**config.mk**
```make
export PLATFORM = sky130hd
export DESIGN_NAME = tkfr_out_buf
export DESIGN_NICKNAME = d
export VERILOG_FILES = /design/src/tkfr_pkg.sv /design/src/tkfr_out_buf.sv
export SDC_FILE = /design/constraint.sdc
export NUM_CORES = 1
export LEC_CHECK = 0
export ABC_CLOCK_PERIOD_IN_PS = 10500
export BUFFER_PORTS_ARGS = -buffer_cell sky130_fd_sc_hd__buf_4
export CAP_MARGIN = 0
export CORE_UTILIZATION = 40
export CTS_CLUSTER_SIZE = 8
export DETAILED_ROUTE_END_ITERATION = 10
export GPL_TIMING_DRIVEN = 1
export SYNTH_ARGS = -nofsm -noshare
export SYNTH_HDL_FRONTEND = slang
export SYNTH_SLANG_ARGS = --single-unit
```
**constraint.sdc**
```tcl
create_clock -name clk -period 10.5 [get_ports clk]
set_input_delay 1.05 -clock clk [delete_from_list [all_inputs] [get_ports clk]]
set_output_delay 1.05 -clock clk [all_outputs]
set_load 0.05 [all_outputs]
```
**src/tkfr_pkg.sv**
```systemverilog
// ----------------------------------------------------------------------------
// tkfr_pkg
// Shared field widths and the result item type of the top-k frequency
// recommender.
// ----------------------------------------------------------------------------
package tkfr_pkg;

  localparam int ID_W        = 16;  // item, query and recommended ids
  localparam int RANK_W      = 4;   // reported rank
  localparam int LIM_W       = 4;   // list_limit register
  localparam int OUT_TDATA_W = 40;  // query_id + rec_id + rank, padded to bytes

  // One result item as held in the output buffer
  typedef struct packed {
    logic              last;
    logic [RANK_W-1:0] rank;
    logic [ID_W-1:0]   rec_id;
    logic [ID_W-1:0]   query_id;
  } tkfr_res_t;

endpackage

```
**src/tkfr_out_buf.sv**
```systemverilog
// ----------------------------------------------------------------------------
// tkfr_out_buf
// Two-entry output buffer (head register plus skid register) that decouples
// the result stream from the list memory read pipeline.
// ----------------------------------------------------------------------------
module tkfr_out_buf import tkfr_pkg::*; (
  input  logic      clk,
  input  logic      rst_n,
  input  logic      push,
  input  tkfr_res_t push_data,
  input  logic      pop,
  output logic      head_vld,
  output tkfr_res_t head_data,
  output logic [1:0] level
);

  logic      head_v_r, head_v_nxt;
  logic      skid_v_r, skid_v_nxt;
  tkfr_res_t head_r, head_nxt;
  tkfr_res_t skid_r, skid_nxt;

  // head / skid update
  always_comb begin
    head_v_nxt = head_v_r;
    skid_v_nxt = skid_v_r;
    head_nxt   = head_r;
    skid_nxt   = skid_r;
    if (pop) begin
      if (skid_v_r) begin
        head_nxt   = skid_r;
        skid_v_nxt = push;
        skid_nxt   = push_data;
      end else if (push) begin
        head_nxt = push_data;
      end else begin
        head_v_nxt = 1'b0;
      end
    end else if (push) begin
      if (!head_v_r) begin
        head_v_nxt = 1'b1;
        head_nxt   = push_data;
      end else begin
        skid_v_nxt = 1'b1;
        skid_nxt   = push_data;
      end
    end
  end

  always_ff @(posedge clk) begin
    if (!rst_n) begin
      head_v_r <= 1'b0;
      skid_v_r <= 1'b0;
    end else begin
      head_v_r <= head_v_nxt;
      skid_v_r <= skid_v_nxt;
    end
    head_r <= head_nxt;
    skid_r <= skid_nxt;
  end

  assign head_vld  = head_v_r;
  assign head_data = head_r;
  assign level     = {1'b0, head_v_r} + {1'b0, skid_v_r};

endmodule

```
==> results.md, run 1 <==
- Outcome: finished clean
- Input/output buffers: 80
- Crit-path leading delay family: simple AND/OR/NAND/NOR gates
- Hold WC Path Type: flop to flop
- Met3 routed WL: 288 um
- CP Cell Sequence: buf_4 > nand2_2 > nand2_2
- Finished Layout Cells: 318
- Synth area leader: edfxtp_1
- Leak: 1.51 nW
- CTS tree: built
- Power per cell area: 175 nW/um2
- Critical path class: primary input to flop
- H-Tree Depth: 3
- M1 WL: 2230 um
- Yosys top cell area share: 77.5%
- Fin. Hold Viols: 0
- Crit end category: flop
- Post-Syn Area per Cell: about 22 um2
- Ant diodes: 0
- Commonest non-fill, non-tap cell in the layout: buf_4
- CTS buffer count: 9
- Die Y-Extent: 86.7 um
- # hold bufs at CTS: 0
- Maxcap violations: 0
- Worst slew pin tran: 1.19 ns
- Routed length on met2: 2400 um
- Clock Latency Late Sink: roughly 0.33 ns
- Routed WL: 5040 um
- Post-CTS resize count: 0
- ANT nets after route: 0
- Die Span X: 86.7 um
- Fmax: 0.340 GHz
- Die area: roughly 7500 um2
- Largest net degree at the start of global routing: 39
- WP data arrival: approximately 2.8 ns
- First DRT Iteration DRCs: between 70 and 80
- RePlAce Congestion: between 0.6 and 0.7
- Total global routing overflow: 0
- Final instance area: around 3700 um2
- Peak supply drop: 0.0772 mV
- Sequential share of the synthesized area: 78.9%
- Reg2Reg Setup Slack: 8.01 ns
- Final setup TNS: 0 ns
- Hold_ws: 0.548 ns
- Area Overhead vs Synth: 30.7%
- Routed len/inst: ~16 um
- IO Count: 81
- DR vias: between 1000 and 1500
- Drc violations: 0
- Most frequent cells in the layout: buf_4, edfxtp_1, mux2_4, mux2_2, clkbuf_8
- Vias per cell: 4.62
- Initial Utilization: 41.7%
- Yosys reg bits: 76
- Final nets: 259
- Setup ws final: 7.56 ns
- Worst EP required: 10.35 ns
- Final setup viols: 0
- Synthesized cell area: 2870 um2
- Vias in the first global route: 1554
- Clock Skew: roughly 0.0073 ns
- Core Util, Final: 54.6%
- Syn. warnings: 0
- RSZ-0062 raised after global routing: false
- Highest metal used: met4
- Cell Rows: 30
- CTS max path bufs: 2
- Final Critical Period: 2.94 ns
- Post-CTS Repair Setup Buffers: 0
- Critical-path maximum fanout: 38
- CP max stage delay: 0.82 ns
- Worst path slowest cell: nand2_2
- Core area: roughly 7000 um2
- Initial DRT Pass Iterations: 4
- First-pass GRT wire length: 7710 um
- Net Count, Synth: around 170
- Share of cells above drive strength 1: 59.9%
- Initial antenna violation count: 0
- Fin. max-slew vios: 0
- Dpl cell area: 3560 um2
- Cells after synthesis: 130
- Clock slew at reported path FFs: 0.07 ns
- Root buf cell: clkbuf_8
- Most used cell, CP: nand2_2
- Period utilization: 28.0%
- Total GRT Usage: around 14%
- Clk sinks: 76
- Final Power: 655 uW
- Netlist cell types: 14
- CP startpoint kind: primary input
- DP Worst Slack: between 7 and 8 ns
- Worst rel slew slack: 20.2%
- Placed cells: 302
- CP bufs+invs: 1
- Largest cells by area after synthesis: edfxtp_1, mux2_4, mux2_2
[cell usage after synthesis, drive strengths merged]
| library cell | n |
|---|---|
| ha | 1 |
| dfxtp | 2 |
| or3 | 1 |
| buf | 4 |
| and2b | 1 |
| edfxtp | 74 |
| o21ai | 3 |
| a21boi | 1 |
| o211a | 1 |
| nand2 | 3 |
| inv | 2 |
| mux2 | 37 |
[state kept, by name, summed over array words and instances, names as in the netlist]
name,count
skid_v_r,1
skid_r,37
head_data,37
head_vld,1
[path summary, 6_finish.rpt]
| check | from | endpoint | depth (start not counted) |
|---|---|---|---|
| max | pop | skid_r[0] | 3 |
| min | skid_r[3] | head_data[3] | 1 |
| max reg2reg | skid_v_r | skid_r[0] | 2 |
| min reg2reg | skid_r[3] | head_data[3] | 1 |
[cell type report]
cell class	count	area [um2]
clock inverter	6	55.1
inverter	2	7.51
sequential	76	2260
tap	96	120
clock buffer	10	128
multi-input combinational	48	574
fill	563	3120
timing repair buffer	80	601
[routing by layer]
metal | up-vias | track usage [%]
met5 | - | 0
met4 | 0 | 9.24
met3 | 9 | 4.29
met1 | 719 | 17.5
met2 | 56 | 22.2
li1 | 684 | -
[cell families (layout without fill, tap and decap cells)]
logic type               count (synthesis)  in the layout  synth area share, %
flip-flops                              76             76                 78.9
multiplexers                            37             37                 17.0
buffers and inverters                    6             98                 1.61
AO/OA/AOI/OAI                            5              5                 1.13
AND/OR/NAND/NOR                          5              5                0.873
adder cells (fa/ha/maj)                  1              1                0.436
[where the power goes]
part | internal (mW) | total [mW] | switching [mW]
sequential | 0.351 | 0.355 | 0.00445
clock | 0.107 | 0.207 | 0.0993
combinational | 0.0333 | 0.0930 | 0.0598
total | 0.492 | 0.655 | 0.164
Power figures use the tool's default switching activity.
==> inputs of run 2 (changes only) <==
- ABC_CLOCK_PERIOD_IN_PS: 10500 -> 2900
- clock period: 10.5 -> 2.9 ns (I/O delays scaled with it)
==> run 2 against run 1 <==
Design area did not move; core utilization did not move; clock skew fell by 0.00074 ns; clock power rose to 3.3 times the previous value; largest power group unchanged; global-route usage barely moved; hold slack got worse by 0.41 ns; via count rose by 0.89%; largest cell class unchanged.
==> results.md, run 2 (same netlist as run 1, synthesis figures left out) <==
- DR vias: roughly 1500
- Final setup viols: 0
- Initial Utilization: 41.7%
- CTS tree: built
- Drc violations: 0
- Worst R2R Path Depth: 2
- Clk sinks: 76
- Input/output buffers: 80
- Leak: 1.52 nW
- CTS max path bufs: 2
- CP startpoint kind: flop
- Vias in the first global route: 1548
- Area Overhead vs Synth: 30.7%
- Core area: 6870 um2
- CTS buffer count: 9
- Fin. Hold Viols: 0
- Initial DRT Pass Iterations: 4
- Share of cells above drive strength 1: 61.2%
- Cell Rows: 30
- Hold_ws: 0.134 ns
- Final Power: around 2.3 mW
- IO Count: 81
- RePlAce Congestion: 0.712
- Final instance area: 3750 um2
- Reg-to-reg critical path startpoint: skid_v_r
- First DRT Iteration DRCs: 56
- Critical path class: flop to flop
- Hold depth: 1
- Post-CTS Repair Setup Buffers: 0
- Root buf cell: clkbuf_8
- Total global routing overflow: 0
- Power per cell area: 614 nW/um2
- Final Critical Period: 1.81 ns
- Most frequent cells in the layout: buf_4, edfxtp_1, mux2_4, mux2_2, clkbuf_8
- Clock Latency Late Sink: 0.33 ns
- Clock slew at reported path FFs: 0.08 ns
- Fmax: between 0.5 and 0.6 GHz
- Total GRT Usage: between 10% and 20%
- Reg2Reg Setup Slack: 1.09 ns
- Initial antenna violation count: 0
- Peak supply drop: 0.314 mV
- Die Y-Extent: slightly below 90 um
- Hold EP: skid_r[15]
- Die area: 7510 um2
- Critical-path maximum fanout: 37
- ANT nets after route: 0
- Commonest non-fill, non-tap cell in the layout: buf_4
- Register area: approximately 2300 um2
- Maxcap violations: 0
- Largest net degree at the start of global routing: 38
- Worst EP required: 2.86 ns
- Worst rel slew slack: between 40 and 50%
- # hold bufs at CTS: 0
- HPWL Detailed: 3420 um
- Crit end category: flop
- RSZ-0062 raised after global routing: false
- Final setup TNS: 0 ns
- Ant diodes: 0
- Routed len/inst: about 16 um
- Area occupied by multi-input gates: ~570 um2
- Post-CTS resize count: 0
- Clock Skew: 0.00655 ns
- RR Endpoint: skid_r[10]
- Outcome: finished clean
- Final nets: 261
- First-pass GRT wire length: 7800 um
- Hold WC Path Type: primary input to flop
- Hold_sp: push_data[15]
- Vias per cell: 4.63
- Core Util, Final: 54.6%
- Filler cells: 580
- WP data arrival: 1.77 ns
- H-Tree Depth: 3
- Worst slew pin tran: ~0.86 ns
- Die Span X: between 80 and 90 um
- Fin. max-slew vios: 0
- Dpl cell area: 3580 um2
- Period utilization: 62.3%
- Routed WL: around 5000 um
## run 2: changes by cell type in the layout (fill, tap and decap cells not counted)
cell,previous run,this run
clkbuf_1,1,0
buf_4,80,82
clkinv_4,0,2
bufinv_16,1,0
clkinv_1,2,1
clkinv_2,2,3
## run 2: metrics by stage
step / setup slack, ns / cells
after floorplan: 0.201 / 130
after global placement: 1.07 / 304
after detailed placement: 1.02 / 304
after CTS: 1.05 / 320
after global routing: 0.927 / 320
final: 1.09 / 320
## run 2: worst max path at each step
stage	from	endpoint	slack, ns	depth (start not counted)
3_5_place_dp	pop	skid_r[16]	1.02	3
3_3_place_gp	pop	skid_r[20]	1.07	3
2_1_floorplan	head_vld	head_data[0]	0.20	1
4_1_cts	skid_v_r	skid_r[22]	1.05	2
5_1_grt	skid_v_r	skid_r[5]	0.93	2
6_report	skid_v_r	skid_r[10]	1.09	2
## run 2: critical path: stages, from the launching register on
cell	delay, ns
dfxtp_1	0.40
nand2_2	0.29
nand2_2	0.74
## run 2: area by class of cell
class | instances | share of cell area [%]
multi-input cells | 48 | 15.3
well taps | 96 | 3.21
flip-flops and latches | 76 | 60.4
clock buffers | 9 | 3.31
clock inverters | 7 | 1.17
repair buffers | 82 | 16.4
inverters | 2 | 0.200
## run 2: per-layer routing
metal	part of all wire [%]	vias to the layer above	global-route usage [%]
li1	-	686	-
met5	0	-	0
met2	52	47	23.8
met4	1.9	0	7.27
met3	5.5	9	4.38
met1	40	739	16.8
## run 2: where the power goes
group,leakage (nW),internal [mW],switching (mW)
sequential,0.718,1.27,0.0163
clock,0.0864,0.306,0.372
combinational,0.713,0.122,0.217
total,1.52,1.70,0.605
==> inputs of run 3 (changes only) <==
- ABC_CLOCK_PERIOD_IN_PS: 2900 -> 1850
- clock period: 2.9 -> 1.85 ns (I/O delays scaled with it)
==> run 3 against run 2 <==
Fmax is 5.7% higher; clock skew hardly changed; via count is 0.34% lower; hold slack worse by 0.092 ns; design area is 2.0% higher; clock power is 99% higher; sequential share of layout area is 1.2 points lower; routed wire length is 1.8% higher; register-to-register slack worse by 0.95 ns; critical path type unchanged; critical endpoint is now head_data[1].
==> results.md, run 3 (same netlist as run 1, synthesis figures left out) <==
- ANT nets after route: 0
- Power per cell area: 1020 nW/um2
- Ant diodes: 0
- Maxcap violations: 0
- Dpl cell area: 3610 um2
- Worst rel slew slack: between 20% and 30%
- Int Power: 2.94 mW
- HPWL Detailed: 3480 um
- Clock slew at reported path FFs: 0.08 ns
- Worst path slowest cell: o21ai_4
- Total global routing overflow: 0
- CP startpoint kind: flop
- Core area: a little under 7000 um2
- Post-CTS resize count: 0
- Period utilization: a little over 90%
- Fin. Hold Viols: 0
- Worst slew pin tran: 1.18 ns
- Final nets: 263
- Final Critical Period: 1.71 ns
- Area Overhead vs Synth: 33.3%
- Routed WL: 5050 um
- Psw: ~950 uW
- Fin. max-slew vios: 0
- Leak: 1.56 nW
- Switching part of the total: 24.5%
- CP bufs+invs: 0
- First DRT Iteration DRCs: 68
- Critical path class: flop to flop
- Hold_sp: push_data[7]
- Critical Path Start: head_vld
- Critical-path maximum fanout: 37
- Commonest non-fill, non-tap cell in the layout: buf_4
- CTS buffer count: 9
- Input/output buffers: 80
- Share of power burned in registers: 51.8%
- Share of cells above drive strength 1: 61.9%
- Worst EP required: roughly 1.8 ns
- First-pass GRT wire length: ~7700 um
- Clock power share: between 30% and 40%
- Peak supply drop: 0.354 mV
- Clock Skew: 0.00688 ns
- CTS max path bufs: 2
- Reg2Reg Setup Slack: 0.14 ns
- Finished Layout Cells: 322
- Post-CTS Repair Setup Buffers: 0
- Final setup TNS: 0 ns
- Routed len/inst: 15.7 um
- # hold bufs at CTS: 0
- Total GRT Usage: around 14%
- Die Span X: 86.7 um
- Initial Utilization: 41.7%
- CTS tree: built
- Fmax: about 0.6 GHz
- IO Count: 81
- Placed cells: 306
- Crit-path leading delay family: compound AO/OA/AOI/OAI gates
- WP data arrival: around 1.7 ns
- Drc violations: 0
- H-Tree Depth: 3
- Die Y-Extent: between 80 and 90 um
- Combinational power share: a little over an eighth
- Final setup viols: 0
- Initial DRT Pass Iterations: 4
- Crit end category: flop
- Final instance area: 3820 um2
- Clk sinks: 76
- Die area: 7510 um2
- RePlAce Congestion: approximately 0.69
- CP Cell Sequence: o21ai_4
- Root buf cell: clkbuf_8
- Hold WC Path Type: primary input to flop
- Vias in the first global route: approximately 1500
- Most frequent cells in the layout: buf_4, edfxtp_1, mux2_4, mux2_2, clkbuf_8
- Reg-to-reg critical path startpoint: head_vld
- Largest net degree at the start of global routing: 38
- CP max stage delay: 0.94 ns
- DR vias: 1476
- Clock Latency Late Sink: 0.33 ns
- Cell Rows: 30
- Initial antenna violation count: 0
- RSZ-0062 raised after global routing: false
- Outcome: finished clean
- Vias per cell: 4.58
[run 3: cell count changes in the layout (fill, tap and decap cells not counted), sizes merged]
cell	delta
clkinv	-2
buf	+2
bufinv	+2
[run 3: final timing paths]
| check | endpoint | depth (start not counted) |
|---|---|---|
| setup / recovery | head_data[1] | 1 |
| setup reg to reg | head_data[1] | 1 |
| hold / removal | skid_r[7] | 1 |
| hold reg to reg | head_data[16] | 1 |
[run 3: power by group through the flow]
| stage | combinational [mW] | clock, mW | sequential (mW) |
|---|---|---|---|
| 6_report | 0.530 | 1.35 | 2.02 |
| 5_1_grt | 0.555 | 1.43 | 2.03 |
| 4_1_cts | 0.538 | 1.38 | 2.02 |
| 3_5_place_dp | 0.537 | 0 | 2.06 |
| 3_3_place_gp | 0.526 | 0 | 2.05 |
| 2_1_floorplan | 0.103 | 0 | 2.28 |
[run 3: stage by stage]
step	hold WS [ns]	util, %	total power, mW	setup slack [ns]
after detailed placement	0.373	52.5	2.59	0.0936
after global placement	0.373	52.5	2.58	0.165
after CTS	0.0235	55.6	3.94	0.0772
final	0.0417	55.6	3.89	0.139
after floorplan	0.284	-	2.38	0.0962
after global routing	0.0201	55.6	4.01	0.00839
[run 3: routing by layer]
layer	global-route usage, %	share of wire [%]	routed length, um	vias to the layer above
met5	0	0	0	-
met4	7.27	0.99	50	0
met3	4.10	7.1	360	4
met2	22.2	49	2480	58
met1	17.5	43	2160	721
li1	-	-	-	693
[run 3: final cells by class]
cell class              count  area, um2
flip-flops and latches     76       2260
clock inverters             7       91.3
fillers                   552       3050
repair buffers             84        643
clock buffers               9        124
multi-input cells          48        574
well taps                  96        120
inverters                   2       7.51
